===== src/hdl/wmmd_pkg.sv =====
// Shared constants, register indexes and controller/datapath interface types
// for the waveform min/max decimator. No dependencies.
package wmmd_pkg;

  localparam int unsigned NumColumns = 64;
  localparam int unsigned ColW       = $clog2(NumColumns);  // column index width
  localparam int unsigned ColCntW    = ColW + 1;            // counter that reaches NumColumns
  localparam int unsigned CountW     = 24;
  localparam int unsigned SampleW    = 16;
  localparam int unsigned HighW      = 15;
  localparam int unsigned MulW       = ColCntW + CountW;
  localparam int unsigned InDataW    = 2 * SampleW;
  localparam int unsigned OutFieldW  = ColW + SampleW + HighW;
  localparam int unsigned OutDataW   = ((OutFieldW + 7) / 8) * 8;
  localparam int unsigned OutPadW    = OutDataW - OutFieldW;
  localparam int unsigned CfgIdxW    = 2;

  localparam logic [CfgIdxW-1:0] RegSampleCount = CfgIdxW'(0);
  localparam logic [CfgIdxW-1:0] RegStereoMode  = CfgIdxW'(1);

  // controller -> datapath
  typedef struct packed {
    logic load_v;     // latch the incoming sample
    logic cfg_we;     // configuration write accepted
    logic take;       // fold latched sample into running min/max
    logic close;      // park the column result, step column, clear min/max
    logic mul_start;  // compute start of current column
    logic mul_end;    // compute end of current column, take if it already opened
    logic emit;       // load parked result into output register
    logic last;       // tlast of emitted item
    logic advance;    // step sample position
  } wmmd_cmd_t;

  // datapath -> controller
  typedef struct packed {
    logic active;     // position inside clip and a column still open
    logic col_open;   // a column still open
    logic closes;     // current sample closes the current column
    logic out_busy;   // output register holds an item not yet taken
  } wmmd_sts_t;

endpackage


===== src/hdl/wmmd_datapath.sv =====
// Datapath of the min/max decimator: config registers, running min/max,
// column bookkeeping with a shared 7x24 multiplier, output register. Uses wmmd_pkg.
module wmmd_datapath import wmmd_pkg::*; (
  input  logic                  clk_i,
  input  logic                  rst_ni,
  input  wmmd_cmd_t             cmd_i,
  output wmmd_sts_t             sts_o,
  input  logic [InDataW-1:0]    in_data_i,
  input  logic [CfgIdxW-1:0]    cfg_index_i,
  input  logic [CountW-1:0]     cfg_data_i,
  input  logic                  out_ready_i,
  output logic                  out_valid_o,
  output logic [ColW-1:0]       out_col_o,
  output logic signed [SampleW-1:0] out_low_o,
  output logic [HighW-1:0]      out_high_o,
  output logic                  out_last_o
);

  logic [CountW-1:0]         count_q;
  logic                      stereo_q;
  logic [CountW-1:0]         pos_q;
  logic [ColCntW-1:0]        col_q;
  logic signed [SampleW-1:0] low_q;
  logic [HighW-1:0]          high_q;
  logic [CountW-1:0]         end_q;
  logic [CountW-1:0]         start_q;
  logic signed [SampleW-1:0] v_q;
  logic [ColW-1:0]           pend_col_q;
  logic signed [SampleW-1:0] pend_low_q;
  logic [HighW-1:0]          pend_high_q;
  logic                      out_valid_q;

  logic signed [SampleW-1:0] left_s, right_s, v_d;
  logic [SampleW:0]          sum17;
  logic [ColCntW-1:0]        mul_op;
  logic [MulW-1:0]           prod;
  logic [CountW-1:0]         prod_sh;
  logic [CountW-1:0]         start_inc;
  logic [CountW:0]           pos_inc;
  logic [CountW-1:0]         first_end;
  logic                      take_en;
  logic signed [SampleW-1:0] low_take;
  logic [HighW-1:0]          high_take;

  assign left_s  = in_data_i[SampleW-1:0];
  assign right_s = in_data_i[InDataW-1:SampleW];
  assign sum17   = {left_s[SampleW-1], left_s} + {right_s[SampleW-1], right_s};
  // floor average: drop the low bit of the 17-bit sum
  assign v_d     = stereo_q ? sum17[SampleW:1] : left_s;

  assign mul_op    = cmd_i.mul_end ? col_q + ColCntW'(1) : col_q;
  assign prod      = MulW'(mul_op) * MulW'(count_q);
  assign prod_sh   = prod[ColW +: CountW];
  assign start_inc = start_q + CountW'(1);
  assign pos_inc   = {1'b0, pos_q} + (CountW+1)'(1);
  assign first_end = (cfg_data_i[CountW-1:ColW] == '0) ? CountW'(1)
                                                        : CountW'(cfg_data_i[CountW-1:ColW]);

  assign take_en   = cmd_i.take || (cmd_i.mul_end && (start_q <= pos_q));
  assign low_take  = (v_q < low_q) ? v_q : low_q;
  assign high_take = (!v_q[SampleW-1] && (v_q[HighW-1:0] > high_q)) ? v_q[HighW-1:0] : high_q;

  assign sts_o.col_open = (col_q < ColCntW'(NumColumns));
  assign sts_o.active   = sts_o.col_open && (pos_q < count_q);
  assign sts_o.closes   = sts_o.col_open && (pos_inc >= {1'b0, end_q});
  assign sts_o.out_busy = out_valid_q && !out_ready_i;

  always_ff @(posedge clk_i or negedge rst_ni) begin
    if (!rst_ni) begin
      count_q     <= CountW'(1);
      stereo_q    <= 1'b0;
      pos_q       <= '0;
      col_q       <= '0;
      low_q       <= '0;
      high_q      <= '0;
      end_q       <= CountW'(1);
      out_valid_q <= 1'b0;
    end else begin
      if (cmd_i.cfg_we) begin
        if (cfg_index_i == RegSampleCount) begin
          count_q <= cfg_data_i;
          pos_q   <= '0;
          col_q   <= '0;
          low_q   <= '0;
          high_q  <= '0;
          end_q   <= first_end;
        end else if (cfg_index_i == RegStereoMode) begin
          stereo_q <= cfg_data_i[0];
        end
      end
      if (cmd_i.close) begin
        col_q  <= col_q + ColCntW'(1);
        low_q  <= '0;
        high_q <= '0;
      end else if (take_en) begin
        low_q  <= low_take;
        high_q <= high_take;
      end
      if (cmd_i.mul_end) begin
        end_q <= (prod_sh > start_inc) ? prod_sh : start_inc;
      end
      if (cmd_i.advance) begin
        pos_q <= pos_q + CountW'(1);
      end
      if (cmd_i.emit) begin
        out_valid_q <= 1'b1;
      end else if (out_ready_i) begin
        out_valid_q <= 1'b0;
      end
    end
  end

  // payload registers
  always_ff @(posedge clk_i) begin
    if (cmd_i.load_v) begin
      v_q <= v_d;
    end
    if (cmd_i.mul_start) begin
      start_q <= prod_sh;
    end
    if (cmd_i.close) begin
      pend_col_q  <= col_q[ColW-1:0];
      pend_low_q  <= low_q;
      pend_high_q <= high_q;
    end
    if (cmd_i.emit) begin
      out_col_o  <= pend_col_q;
      out_low_o  <= pend_low_q;
      out_high_o <= pend_high_q;
      out_last_o <= cmd_i.last;
    end
  end

  assign out_valid_o = out_valid_q;

endmodule


===== src/hdl/wmmd_ctrl.sv =====
// Controller of the min/max decimator: sequences take, column close,
// next-column bounds and result emission. Uses wmmd_pkg.
module wmmd_ctrl import wmmd_pkg::*; (
  input  logic      clk_i,
  input  logic      rst_ni,
  input  logic      in_valid_i,
  output logic      in_ready_o,
  input  logic      cfg_valid_i,
  output logic      cfg_ready_o,
  input  wmmd_sts_t sts_i,
  output wmmd_cmd_t cmd_o
);

  typedef enum logic [2:0] {
    S_IDLE,
    S_TAKE,
    S_CHECK,
    S_CLOSE,
    S_MUL_START,
    S_MUL_END,
    S_EMIT
  } state_e;

  state_e state_q, state_d;

  always_comb begin
    state_d     = state_q;
    cmd_o       = '0;
    in_ready_o  = 1'b0;
    cfg_ready_o = 1'b0;
    case (state_q)
      S_IDLE: begin
        // a pending register write goes ahead of an input item
        in_ready_o   = !cfg_valid_i;
        cfg_ready_o  = 1'b1;
        cmd_o.cfg_we = cfg_valid_i;
        if (in_valid_i && !cfg_valid_i) begin
          cmd_o.load_v = 1'b1;
          state_d      = S_TAKE;
        end
      end
      S_TAKE: begin
        if (sts_i.active) begin
          cmd_o.take = 1'b1;
          state_d    = S_CHECK;
        end else begin
          state_d = S_IDLE;  // past the clip: item dropped
        end
      end
      S_CHECK: begin
        if (sts_i.closes) begin
          state_d = S_CLOSE;
        end else begin
          cmd_o.advance = 1'b1;
          state_d       = S_IDLE;
        end
      end
      S_CLOSE: begin
        cmd_o.close = 1'b1;
        state_d     = S_MUL_START;
      end
      S_MUL_START: begin
        if (sts_i.col_open) begin
          cmd_o.mul_start = 1'b1;
          state_d         = S_MUL_END;
        end else begin
          state_d = S_EMIT;
        end
      end
      S_MUL_END: begin
        cmd_o.mul_end = 1'b1;
        state_d       = S_EMIT;
      end
      S_EMIT: begin
        if (!sts_i.out_busy) begin
          cmd_o.emit = 1'b1;
          cmd_o.last = !sts_i.closes;
          if (sts_i.closes) begin
            state_d = S_CLOSE;
          end else begin
            cmd_o.advance = 1'b1;
            state_d       = S_IDLE;
          end
        end
      end
      default: begin
        state_d = S_IDLE;
      end
    endcase
  end

  always_ff @(posedge clk_i or negedge rst_ni) begin
    if (!rst_ni) begin
      state_q <= S_IDLE;
    end else begin
      state_q <= state_d;
    end
  end

endmodule


===== src/hdl/waveform_min_max_decimator_unit.sv =====
// Min/max waveform decimator: reduces a clip of sample_count samples to 64 display columns,
// one min/max pair per column. An item past the clip is dropped; one that closes no column
// is folded in and steps the position. For each column it closes, the shared multiplier
// works out the next column's start and end in two steps, skipped after the final column 63,
// and the result waits while the output register holds an item m_axis_tready_i has not taken.
// A result item may wait in the output register while the next column is being computed.
// A pending register write is taken ahead of an input item.
// Top level: wmmd_ctrl + wmmd_datapath, uses wmmd_pkg.
module waveform_min_max_decimator_unit import wmmd_pkg::*; (
  input  logic                 clk_i,
  input  logic                 rst_ni,
  input  logic                 s_axis_tvalid_i,
  output logic                 s_axis_tready_o,
  input  logic [InDataW-1:0]   s_axis_tdata_i,   // left_sample[15:0], right_sample[31:16]
  output logic                 m_axis_tvalid_o,
  input  logic                 m_axis_tready_i,
  output logic [OutDataW-1:0]  m_axis_tdata_o,   // column_index[5:0], peak_low[21:6],
                                                 // peak_high[36:22], zero[39:37]
  output logic                 m_axis_tlast_o,   // last_of_run
  input  logic                 cfg_valid_i,
  output logic                 cfg_ready_o,
  input  logic [CfgIdxW-1:0]   cfg_index_i,
  input  logic [CountW-1:0]    cfg_data_i
);

  wmmd_cmd_t                 cmd;
  wmmd_sts_t                 sts;
  logic [ColW-1:0]           out_col;
  logic signed [SampleW-1:0] out_low;
  logic [HighW-1:0]          out_high;

  wmmd_ctrl u_ctrl (
    .clk_i       (clk_i),
    .rst_ni      (rst_ni),
    .in_valid_i  (s_axis_tvalid_i),
    .in_ready_o  (s_axis_tready_o),
    .cfg_valid_i (cfg_valid_i),
    .cfg_ready_o (cfg_ready_o),
    .sts_i       (sts),
    .cmd_o       (cmd)
  );

  wmmd_datapath u_dp (
    .clk_i       (clk_i),
    .rst_ni      (rst_ni),
    .cmd_i       (cmd),
    .sts_o       (sts),
    .in_data_i   (s_axis_tdata_i),
    .cfg_index_i (cfg_index_i),
    .cfg_data_i  (cfg_data_i),
    .out_ready_i (m_axis_tready_i),
    .out_valid_o (m_axis_tvalid_o),
    .out_col_o   (out_col),
    .out_low_o   (out_low),
    .out_high_o  (out_high),
    .out_last_o  (m_axis_tlast_o)
  );

  assign m_axis_tdata_o = {{OutPadW{1'b0}}, out_high, out_low, out_col};

endmodule


===== config.mk =====
export PLATFORM = sky130hd
export DESIGN_NAME = waveform_min_max_decimator_unit
export DESIGN_NICKNAME = d
export VERILOG_FILES = /design/src/hdl/wmmd_pkg.sv /design/src/hdl/wmmd_datapath.sv /design/src/hdl/wmmd_ctrl.sv /design/src/hdl/waveform_min_max_decimator_unit.sv
export SDC_FILE = /design/constraint.sdc
export NUM_CORES = 1
export LEC_CHECK = 0
export BUFFER_PORTS_ARGS = -buffer_cell sky130_fd_sc_hd__buf_2
export CORE_MARGIN = 8
export CORE_UTILIZATION = 47
export DETAILED_ROUTE_END_ITERATION = 8
export HOLD_SLACK_MARGIN = 0.15
export RECOVER_POWER = 100
export SYNTH_ARGS = -nofsm -noshare
export SYNTH_HDL_FRONTEND = slang
export SYNTH_SLANG_ARGS = --single-unit

===== constraint.sdc =====
create_clock -name clk_i -period 11.5 [get_ports clk_i]
set_input_delay 0.575 -clock clk_i [delete_from_list [all_inputs] [get_ports clk_i]]
set_output_delay 0.575 -clock clk_i [all_outputs]
set_load 0.005 [all_outputs]

; ---- Yosys cells after proc, flatten, opt, wreduce, memory -nomap -nowiden
; Index checks and enable logic that the tools add are counted.
[op_classes]
mul = 1
bitwise_logic = 2
n_mux = 45
n_lt_le_gt_ge = 7
reduce_logical = 32
eq_ne = 11
addsub = 5
[op_table]
columns = operator, n
row1 = 24-bit 2-to-1 mux, 7
row2 = 16-bit 2-to-1 mux, 6
row3 = 15-bit 2-to-1 mux, 5
row4 = "24-bit by 1-bit adder with 24-bit output, second input constant", 2
row5 = 7-bit by 24-bit multiplier with 30-bit output, 1
row6 = 7-bit 2-to-1 mux, 4
row7 = "24-bit by 1-bit adder with 25-bit output, second input constant", 1
row8 = 25-bit by 24-bit greater-or-equal comparator with 1-bit output, 1
row9 = 24-bit > comparator, 1
row10 = 24-bit less-or-equal comparator, 1
row11 = 24-bit less-than comparator, 1
row12 = 3-bit case mux with 7 select lines, 1
row13 = 18-bit logical NOT, 1
row14 = 18-bit 2-to-1 mux, 1
row15 = 16-bit by 16-bit adder with 17-bit output, 1
row16 = 16-bit less-than comparator, 1
row17 = 15-bit > comparator, 1
row18 = 2-bit nonzero test, 7
row19 = 1-bit 2-to-1 mux, 12
row20 = 2-bit 2-to-1 mux, 5
row21 = 2-bit AND reduction, 5
row22 = "3-bit == test, second input constant", 3
row23 = 3-bit 2-to-1 mux, 3
row24 = 3-bit AND reduction, 3
row25 = other kinds (17), 29
[totals]
reg_bits = 230
out_inout_bits = 44
in_bits = 63
wordCells = 121

; ---- Depth between registers and ports, before layout
; Gate-level depths: netlist of run 1.
[depth]
word_depth = 8
depth_mapped = 40
ltp_nobuf = 36

; ---- Cells and area by module
; A second synthesis of run 1 with hierarchy kept.
[hier_totals]
hier_cells = 1903
hier_area_um2 = 18470.2
[modules_own_cells]
columns = mod, cells_per_inst, seq_area_each_um2, instances, area_per_inst_um2
row1 = wmmd_datapath, 1866, 6258.5, 1, 18162.4
row2 = wmmd_ctrl, 33, 75.1, 1, 281.5
row3 = waveform_min_max_decimator_unit, 4, 0.0, 1, 26.3

; ---- Worst setup path after synthesis of run 1
; No wires, ideal clock.
[synth_path]
kind = register to register
from = register u_ctrl.state_q[2]
to = register u_dp.end_q[14]
period_less_slack_ns = 8.742
required_ns = 11.366
stages_incl_launch_ff = 37
setup_time_ns = 0.134
path_slack_ns = 2.758
n_path_buf = 4
arrival_time_ns = 8.608
cell_sequence = dfrtp_1 > clkbuf_1 > nor2b_1 > nand2_1 > clkbuf_1 > nor2_1 > xnor2_1 > clkbuf_1 > nor2_1 > fa_1 > fa_1 > fa_1 > inv_1 > fa_1 > inv_1 > ha_1 > nand4_1 > nor3_1 > a21oi_2 > o221ai_2 > nor4_1 > or3_4 > a21oi_2 > o31a_1 > nor2_1 > xnor2_1 > ha_1 > nand3_1 > or2_2 > or4_1 > nor2_1 > nand2_1 > mux2_2 > a211oi_1 > buf_2 > nor2b_1 > a211oi_1
[synth_via]
elab_chain_len = 7
elab_cells_between_ends = 12
cone_classes = 1 x mul / 1 x order compare / 1 x eq/ne / 5 x mux / 4 x reduce/logical
[synth_lines]
columns = item, line
row1 = from (decl), wmmd_ctrl.sv:24  ; state_e state_q, state_d;
row2 = from (signal assigned), wmmd_ctrl.sv:96  ; state_q <= state_d;
row3 = 3-bit == test, wmmd_ctrl.sv:31  ; case (state_q)
row4 = 1-bit 2-to-1 mux, wmmd_ctrl.sv:31
row5 = 7-bit 2-to-1 mux, wmmd_datapath.sv:51  ; assign mul_op = cmd_i.mul_end ? col_q + ColCntW'(1) : col_q;
row6 = 7-bit by 24-bit multiplier with 30-bit output, wmmd_datapath.sv:52  ; assign prod = MulW'(mul_op) * MulW'(count_q);
row7 = named net u_dp.prod[29], wmmd_datapath.sv:36  ; logic [MulW-1:0] prod;
row8 = 24-bit > comparator, wmmd_datapath.sv:100  ; end_q <= (prod_sh > start_inc) ? prod_sh : start_inc;
row9 = 24-bit 2-to-1 mux, wmmd_datapath.sv:100
row10 = 24-bit 2-to-1 mux, wmmd_datapath.sv:99  ; if (cmd_i.mul_end) begin
row11 = to (signal assigned), wmmd_datapath.sv:76  ; end_q <= CountW'(1);
row12 = to (signal assigned), wmmd_datapath.sv:86  ; end_q <= first_end;
row13 = to (signal assigned), wmmd_datapath.sv:100
row14 = to (decl), wmmd_datapath.sv:25  ; logic [CountW-1:0] end_q;
; The timed path passes the listed nets, and every way through them passes these cells.
; A chain may end at the register's enable or synchronous reset.

; ---- Worst setup path in the final report of run 1
[layout_path]
from = register u_ctrl.state_q[2]
to = register u_dp.end_q[6]
; Same word-level chain as after synthesis.

==> flow_summary.json, run 1 <==
{
  "ys_ff_latch": 230,
  "grt_pass1_vias": 14060,
  "tightest_slew_ns": 4.020,
  "synth_edf_count": 115,
  "dieWidth_um": 212.1,
  "cts-buffers-inserted": 27,
  "fin_setup_tns_ns": 0,
  "synth_cell_type_count": 72,
  "crit_top_cell": "nor2_1",
  "highest_layer": "met5",
  "grt-ovfl-total": 0,
  "core_mm2": 0.03829,
  "viasPerCell": 5.467,
  "cp_max_fo": 21,
  "setup_viol": 0,
  "clockBufferDepth": 3,
  "n_antenna_cell": 0,
  "critPathRequiredTime_ns": 11.92,
  "wl_met3_mm": 2.674,
  "layout_common_cells": "inv_1, nand2_1, ha_1, nor2_1, edfxtp_1",
  "grt_use_total_pct": 21.90,
  "top_level_ports": 107,
  "dieArea_mm2": 0.04500,
  "crit_path_end_kind": "flop",
  "hold_viol_final": 0,
  "start_util_pct": 47.22,
  "dp_hpwl_mm": 38.55,
  "met2_length_mm": 23.33,
  "report.final.slew_viol_count": 338,
  "synth_top_area_share_pct": 19.10,
  "skew_ns": 0.01564,
  "async_reset_ff_share_pct": 50.00,
  "fin_ws_ns": 1.379,
  "p_per_area_mw_per_mm2": 240.7,
  "rows": 72,
  "nNetsFinal": 2322,
  "area_delta_synth_final_pct": 10.77,
  "period_needed_ns": 10.12,
  "dieHeight_um": 212.1,
  "initialDrtViolationCount": 837,
  "root_buffer": "clkbuf_16",
  "cts_tree": "built",
  "vdd_ir_drop_max_mv": 0.1636,
  "clk_transition_reported_paths_ns": 0.06,
  "rrSetupSlack_ns": 1.38,
  "layout_commonest_cell": "inv_1",
  "wl_per_cell_um": 19.44,
  "wl_mm": 48.66,
  "max_freq_mhz": 98.80,
  "yosys.area.top_type": "edfxtp_1",
  "htree_levels": 1,
  "final_layout_size_suffix_gt1_share_pct": 8.413,
  "holdCritStartpoint": "cfg_data_i[1]",
  "startpoint_type": "flop",
  "syn-cell-area_mm2": 0.01808,
  "rsz0062_at_grt": "no",
  "drv_cap": 7,
  "critPathSlowestCell": "a221oi_1",
  "reg2reg_depth": 35,
  "route.detailed.drc": 0,
  "postSynthAreaPerCell_um2": 9.714,
  "slew_headroom_pct": -168.0,
  "place_congestion": 0.9326,
  "synth_cells": 1861,
  "grt_pass1_wl_mm": 77.20,
  "cp.arrival_ns": 10.54,
  "slowest_delay_ns": 0.65,
  "placed_cell_area_mm2": 0.01921,
  "cts_sinks": 230,
  "ant_nets": 0,
  "r2r-start": "u_ctrl.state_q[2]",
  "timing.rr.end": "u_dp.end_q[6]",
  "antenna_found_initial": 2,
  "clk_latency_ns": 0.57,
  "violations": "max-capacitance violations, max-slew violations",
  "cellLeakagePower_uw": 0.009394,
  "wl_met1_mm": 20.69,
  "outcome": "complete, but fails checks",
  "hold_path_end": "u_dp.count_q[1]",
  "seq_area_frac_synth_pct": 35.03,
  "drt_first_pass_iters": 7,
  "place.port_buffers": 103,
  "grt_max_degree": 76,
  "final_area_mm2": 0.02003,
  "hp-class": "in2reg",
  "whs_path_depth": 3,
  "ys.flop_type": "edfxtp_1",
  "synth_area_leaders": "edfxtp_1, dfrtp_1, ha_1, fa_1, inv_1",
  "vias": 13680,
  "worst-setup-path-type": "reg2reg",
  "cts_setup_buffers": 0,
  "synth_warnings": 0,
  "period_share_pct": 88.01,
  "pre_cts_slack_ns": 1.615,
  "finalPower_uw": 4820
}
## routing by layer
layer / vias to the layer above / track usage (%)
met1: 6675 / 27.52
met3: 110 / 3.744
li1: 6525 / -
met5: - / 0
met2: 371 / 37.38
met4: 2 / 8.387
## worst max-delay path by stage
| stage | startpoint | to | slack [ns] | cells after the start |
|---|---|---|---|---|
| 2_1_floorplan | u_ctrl.state_q[2] | u_dp.end_q[14] | 2.76 | 36 |
| 3_3_place_gp | u_ctrl.state_q[2] | u_dp.end_q[6] | 1.77 | 33 |
| 3_5_place_dp | u_ctrl.state_q[2] | u_dp.end_q[6] | 1.61 | 33 |
| 4_1_cts | u_ctrl.state_q[2] | u_dp.end_q[6] | 1.51 | 33 |
| 5_1_grt | u_ctrl.state_q[2] | u_dp.end_q[7] | 0.66 | 36 |
| 6_report | u_ctrl.state_q[2] | u_dp.end_q[6] | 1.38 | 35 |
## where the power goes
group          switching [uW]  total, uW  internal, uW
combinational            1490       2460           971
clock                     359        894           535
sequential                293       1460          1170
total                    2140       4820          2680
## state kept, by name (all words and copies together) (netlist names), 3 cells and up
register	flops
u_ctrl.state_q	3
u_dp.count_q	24
u_dp.start_q	24
u_dp.end_q	24
u_dp.pos_q	24
u_dp.out_low_o	16
u_dp.low_q	16
u_dp.col_q	7
u_dp.pend_col_q	6
u_dp.pend_high_q	15
u_dp.pend_low_q	16
u_dp.out_high_o	15
u_dp.high_q	15
u_dp.out_col_o	6
u_dp.v_q	16
## final cells by class
type	instances	area, um^2
Clock buffer	33	718.2
Clock inverter	17	202.7
Fill cell	3540	18260
Inverter	272	1021
Multi-Input combinational cell	1308	10480
Sequential cell	230	6334
Tap cell	518	648.1
Timing Repair Buffer	125	621.8
## cell families (layout without fill, tap and decap cells)
kind of cell               count (synthesis)  count (layout)  share of synthesized area, %
xor gates and xnor gates                  88              88                         4.263
AOI/OAI and AO/OA                        308             308                         11.50
DFF                                      230             230                         35.03
other                                      1               3                       0.02074
adders and majority gates                295             295                         24.90
and+or+nand+nor                          557             557                         14.04
muxes                                     57              57                         3.308
buffers and inverters                    325             447                         6.928
## critical path, delay by kind of cell, from the launching register on
family	cells	cell delay, ns
flops	1	0.53
compound gates	13	3.26
simple gates	10	2.34
xor+xnor	2	0.75
buf+inv	4	0.40
fa+ha+maj	6	2.70
## synth_stat cells (3+ instances only)
cell type,instances
a2111oi_0,4
a211oi_1,8
a21boi_0,15
a21o_1,49
a21oi_1,41
a221o_1,10
a221oi_1,5
a31o_2,3
a31oi_1,9
and2_1,12
and3_1,12
and4_1,6
buf_2,5
buf_4,3
clkbuf_1,41
clkinv_1,6
dfrtp_1,113
edfxtp_1,115
fa_1,108
ha_1,187
inv_1,266
mux2_2,22
mux2i_1,35
nand2_1,199
nand2b_1,13
nand3_1,57
nand3b_1,4
nand4_1,26
nand4b_1,3
nor2_1,157
nor2b_1,25
nor3_1,22
nor4_1,10
o211ai_1,7
o21a_1,20
o21ai_0,76
o21ai_1,11
o22ai_1,10
o31ai_1,14
or4_1,4
xnor2_1,62
xor2_1,26
## through the flow
step           cells  hold WS (ns)  utilization (%)
4_1_cts         2503        0.1871            52.60
6_report        2503        0.2103            52.30
3_5_place_dp    2452        0.4045            50.17
3_3_place_gp    2452        0.4022            50.17
5_1_grt         2503        0.1931            52.30
2_1_floorplan   1863        0.2794                -
## timing repair
item | in CTS | in global routing
hold endpoints to repair | 10 | 0
hold buffers | 1 | 0
resized for setup | 0 | 0
Note: power is estimated with default switching activity, not from simulation.
==> inputs of run 2 (changes only) <==
CORE_UTILIZATION = 56   (was 47)
PLACE_DENSITY = 0.74   (was default)
==> run 2 against run 1 <==
  * The run still ends with max-capacitance violations, max-slew violations left
  * Critical path type unchanged
  * Largest cell class unchanged
  * Core utilization increased by 10 points
  * Clock power decreased by 2%
  * Power decreased by 0.77%
  * Non-clock buffer count decreased by 7
==> flow_summary.json, run 2 (synthesis gave the netlist of run 1 again) <==
{
  "outcome": "complete, but fails checks",
  "violations": "max-capacitance violations, max-slew violations",
  "grt_use_total_pct": 24.54,
  "cts_hold_buf": 0,
  "hold_path_end": "u_dp.count_q[2]",
  "placed_cell_area_mm2": 0.01902,
  "holdCritStartpoint": "cfg_data_i[2]",
  "critPathSlowestCell": "xor2_1",
  "wl_per_cell_um": 19.76,
  "cp.arrival_ns": 10.65,
  "startpoint_type": "flop",
  "rsz0062_at_grt": "no",
  "core_mm2": 0.03164,
  "dieArea_mm2": 0.03829,
  "initialDrtViolationCount": 1220,
  "cts_resized": 0,
  "final_area_mm2": 0.01982,
  "top_level_ports": 107,
  "period_needed_ns": 10.19,
  "start_util_pct": 57.14,
  "clk_transition_reported_paths_ns": 0.06,
  "tightest_slew_ns": 4.200,
  "drv_cap": 8,
  "fin_cells": 2380,
  "rows": 65,
  "hp-class": "in2reg",
  "clk_latency_ns": 0.56,
  "critical-path-top-delay-family": "simple AND/OR/NAND/NOR gates",
  "setup_viol": 0,
  "root_buffer": "clkbuf_16",
  "place.port_buffers": 103,
  "period_share_pct": 88.62,
  "clockBufferDepth": 3,
  "hold_viol_final": 0,
  "vdd_ir_drop_max_mv": 0.1292,
  "path_buf_inv": 4,
  "rrSetupSlack_ns": 1.31,
  "slowest_delay_ns": 0.82,
  "whs_path_depth": 3,
  "p_per_area_mw_per_mm2": 241.4,
  "reg2reg_depth": 34,
  "cts-buffers-inserted": 27,
  "worst-setup-path-type": "reg2reg",
  "skew_ns": 0.02636,
  "crit_top_cell": "ha_1",
  "dp_hpwl_mm": 36.48,
  "htree_levels": 1,
  "report.final.slew_viol_count": 385,
  "grt_pass1_wl_mm": 75.92,
  "finalPower_uw": 4783,
  "placed_cells": 2330,
  "antenna_found_initial": 0,
  "grt_pass1_vias": 14160,
  "layout_commonest_cell": "inv_1",
  "grt_max_degree": 76,
  "fin_setup_tns_ns": 0,
  "cts_sinks": 230,
  "cellLeakagePower_uw": 0.009330,
  "drt_first_pass_iters": 5,
  "path_depth": 34,
  "layout_common_cells": "inv_1, nand2_1, ha_1, nor2_1, edfxtp_1",
  "crit_path_end_kind": "flop",
  "max_freq_mhz": 98.13,
  "vias": 13950,
  "ant_nets": 0,
  "place_congestion": 0.9449,
  "critPathRequiredTime_ns": 11.96,
  "wl_mm": 47.03,
  "nNetsFinal": 2315,
  "slew_headroom_pct": -180.0,
  "dieWidth_um": 195.7,
  "n_antenna_cell": 0,
  "cts_tree": "built",
  "r2r-start": "u_ctrl.state_q[2]",
  "dieHeight_um": 195.7,
  "viasPerCell": 5.862,
  "cts_setup_buffers": 0,
  "grt-ovfl-total": 0,
  "cp_max_fo": 16,
  "area_delta_synth_final_pct": 9.606,
  "route.detailed.drc": 0,
  "timing.rr.end": "u_dp.end_q[7]",
  "final_core_util_pct": 62.63,
  "final_layout_size_suffix_gt1_share_pct": 8.190
}
[run 2: cell count changes in the layout (fill, tap and decap cells not counted), sizes merged]
cell | previous run | this run
dlygate4sd3 | 1 | 0
clkinv | 16 | 13
bufinv | 4 | 3
clkbuf | 66 | 67
clkinvlp | 2 | 7
inv | 267 | 269
buf | 91 | 81
[run 2: tightest hold or removal path, cell delays in order]
cell and delay, ns:
buf_2 0.07, nand2_1 0.04, o21ai_0 0.06
[run 2: through the flow]
stage | hold slack [ns] | setup slack [ns]
finish | 0.2469 | 1.309
global route | 0.2580 | 0.6234
CTS | 0.1940 | 1.763
detailed placement | 0.4045 | 1.796
global placement | 0.4008 | 2.072
floorplan | 0.2794 | 2.758
[run 2: cell type report]
class                      count  area (um^2)
clock buffer                  30        686.9
sequential                   230         6334
clock inverter                20        229.0
timing repair buffer         118        566.8
tap                          402        503.0
fill                        2562        11820
multi-input combinational   1308        10480
inverter                     272         1021
[run 2: worst max path at each step]
| stage | startpoint | end | slack, ns |
|---|---|---|---|
| floorplan | u_ctrl.state_q[2] | u_dp.end_q[14] | 2.76 |
| global placement | u_dp.col_q[0] | u_dp.end_q[6] | 2.07 |
| detailed placement | u_dp.col_q[0] | u_dp.end_q[6] | 1.80 |
| CTS | u_ctrl.state_q[2] | u_dp.end_q[6] | 1.76 |
| global route | u_ctrl.state_q[2] | u_dp.end_q[8] | 0.62 |
| finish | u_ctrl.state_q[2] | u_dp.end_q[7] | 1.31 |
[run 2: power by group]
part | internal [uW] | total [uW] | switching (uW)
logic | 963 | 2450 | 1490
registers | 1170 | 1460 | 286
clock network | 507 | 877 | 370
[run 2: routing by layer]
metal,wire [um],share of wire (%),track usage [%],up-vias
met5,0,0,0,-
met4,1606,3.4,7.552,0
met3,2923,6.2,3.645,100
met2,22990,49,42.24,490
met1,19510,41,31.60,6856
li1,-,-,-,6505
==> inputs of run 3 (changes only) <==
CELL_PAD_IN_SITES_DETAIL_PLACEMENT = 1   (was default)
CELL_PAD_IN_SITES_GLOBAL_PLACEMENT = 1   (was default)
CORE_UTILIZATION = 49   (was 56)
PLACE_DENSITY = default   (was 0.74)
PLACE_DENSITY_LB_ADDON = 0.1   (was default)
==> run 3 against run 2 <==
  * The run still ends with max-capacitance violations, max-slew violations left
  * Clock power increased by 12%
  * Critical path type unchanged
  * Sequential share of layout area shrank 0.38 points
  * Routed wire length is 17% higher
  * Global-route usage increased by 0.99 points
  * Clock skew is 0.0019 ns higher
  * Via count up 1.6%
  * First-iteration DRC count decreased by 40%
==> flow_summary.json, run 3 (synthesis gave the netlist of run 1 again) <==
{
  "cts_setup_buffers": 0,
  "cp_max_fo": 18,
  "clockBufferDepth": 3,
  "cp.arrival_ns": 11.08,
  "grt_pass1_vias": 15640,
  "rows": 70,
  "hp-class": "in2reg",
  "critPathCapture": "u_dp.end_q[7]",
  "cts-buffers-inserted": 28,
  "report.final.slew_viol_count": 381,
  "critPathSlowestCell": "xor2_1",
  "drt_first_pass_iters": 7,
  "pwr-share-comb_pct": 51.4,
  "final_layout_size_suffix_gt1_share_pct": 7.905,
  "clock_power_share_pct": 19.6,
  "wl_mm": 55.04,
  "rrSetupSlack_ns": 0.91,
  "hold_slack_ns": 0.2196,
  "clk_transition_reported_paths_ns": 0.06,
  "final_area_mm2": 0.02005,
  "cts_sinks": 230,
  "crit_top_cell": "ha_1",
  "wl_per_cell_um": 22.43,
  "grt_max_degree": 76,
  "cts_resized": 0,
  "whs_path_depth": 3,
  "setup_viol": 0,
  "hold_viol_final": 0,
  "final_core_util_pct": 55.03,
  "p_sw_share_pct": 45.04,
  "core_mm2": 0.03643,
  "n_antenna_cell": 0,
  "route.detailed.drc": 0,
  "seq_power_share_pct": 29.0,
  "slowest_delay_ns": 1.00,
  "skew_ns": 0.02828,
  "p_per_area_mw_per_mm2": 250.0,
  "dp_hpwl_mm": 43.07,
  "viasPerCell": 5.778,
  "clk_latency_ns": 0.58,
  "crit_path_end_kind": "flop",
  "cts_hold_buf": 1,
  "htree_levels": 1,
  "switching_power_uw": 2258,
  "drv_cap": 8,
  "top_level_ports": 107,
  "area_delta_synth_final_pct": 10.91,
  "rsz0062_at_grt": "no",
  "vdd_ir_drop_max_mv": 0.1346,
  "ant_nets": 0,
  "layout_commonest_cell": "inv_1",
  "critPathRequiredTime_ns": 11.99,
  "initialDrtViolationCount": 734,
  "dieArea_mm2": 0.04330,
  "tightest_slew_ns": 4.142,
  "period_needed_ns": 10.59,
  "vias": 14180,
  "p_int_uw": 2755,
  "slew_headroom_pct": -176.1,
  "dieHeight_um": 208.1,
  "r2r-start": "u_ctrl.state_q[2]",
  "timing.rr.end": "u_dp.end_q[7]",
  "layout_common_cells": "inv_1, nand2_1, ha_1, nor2_1, edfxtp_1",
  "worst-setup-path-type": "reg2reg",
  "cellLeakagePower_uw": 0.009419,
  "place.port_buffers": 103,
  "nNetsFinal": 2322,
  "reg2reg_depth": 34,
  "n_fill_cell": 4123,
  "start_util_pct": 49.62,
  "grt_pass1_wl_mm": 87.80,
  "outcome": "complete, but fails checks",
  "cts_tree": "built",
  "startpoint_type": "flop",
  "grt-ovfl-total": 0,
  "place_congestion": 0.9097,
  "root_buffer": "clkbuf_16",
  "dieWidth_um": 208.1,
  "fin_setup_tns_ns": 0,
  "crit_start": "u_ctrl.state_q[2]",
  "max_freq_mhz": 94.40,
  "grt_use_total_pct": 25.53,
  "period_share_pct": 92.11,
  "violations": "max-capacitance violations, max-slew violations",
  "placed_cell_area_mm2": 0.01914,
  "antenna_found_initial": 0
}
==> run 3: routing by layer <==
metal	global-route usage (%)	share of wire, %	vias up
li1	-	-	6520
met1	32.76	43	7214
met2	42.69	48	346
met3	4.314	5.4	100
met4	10.06	4.2	0
met5	0	0	-
==> run 3: worst min-delay path by stage <==
stage / slack, ns / start / end
3_5_place_dp: 0.41 / u_dp.pend_high_q[11] / u_dp.out_high_o[11]
3_3_place_gp: 0.40 / u_dp.pend_low_q[2] / u_dp.out_low_o[2]
5_1_grt: 0.22 / cfg_data_i[6] / u_dp.count_q[6]
4_1_cts: 0.20 / cfg_data_i[6] / u_dp.count_q[6]
6_report: 0.22 / cfg_data_i[6] / u_dp.count_q[6]
2_1_floorplan: 0.28 / rst_ni / u_ctrl.state_q[0]
==> run 3: area by class of cell <==
class	count	area [um^2]	share of cell area [%]
Multi-Input combinational cell	1308	10480	52.25
Clock buffer	33	739.5	3.688
Inverter	272	1021	5.092
Clock inverter	19	290.3	1.448
Sequential cell	230	6334	31.59
Timing Repair Buffer	124	604.3	3.014
Tap cell	468	585.6	2.920
==> run 3: metrics by stage <==
| step | power [uW] | setup WS (ns) | cells |
|---|---|---|---|
| after floorplan | 3131 | 2.758 | 1863 |
| after global placement | 3877 | 1.806 | 2401 |
| after detailed placement | 4007 | 1.408 | 2401 |
| after CTS | 5044 | 1.251 | 2454 |
| after global routing | 5408 | 0.2813 | 2454 |
| final | 5013 | 0.9070 | 2454 |
==> run 3: power by group through the flow <==
| stage | Sequential, uW | Combinational, uW | Clock [uW] |
|---|---|---|---|
| global route | 1480 | 2900 | 1020 |
| CTS | 1450 | 2600 | 996 |
| detailed placement | 1460 | 2550 | 0 |
| floorplan | 1320 | 1810 | 0 |
| global placement | 1450 | 2430 | 0 |
| finish | 1450 | 2580 | 981 |
==> run 3: worst max-delay path, delay by kind of cell (launching register included) <==
family	cells	cell delay, ns
and+or+nand+nor	12	3.24
adders and majority gates	6	2.34
AOI/OAI and AO/OA	9	2.28
xor gates and xnor gates	2	1.14
buffers and inverters	4	0.63
DFF	1	0.56
muxes	1	0.30
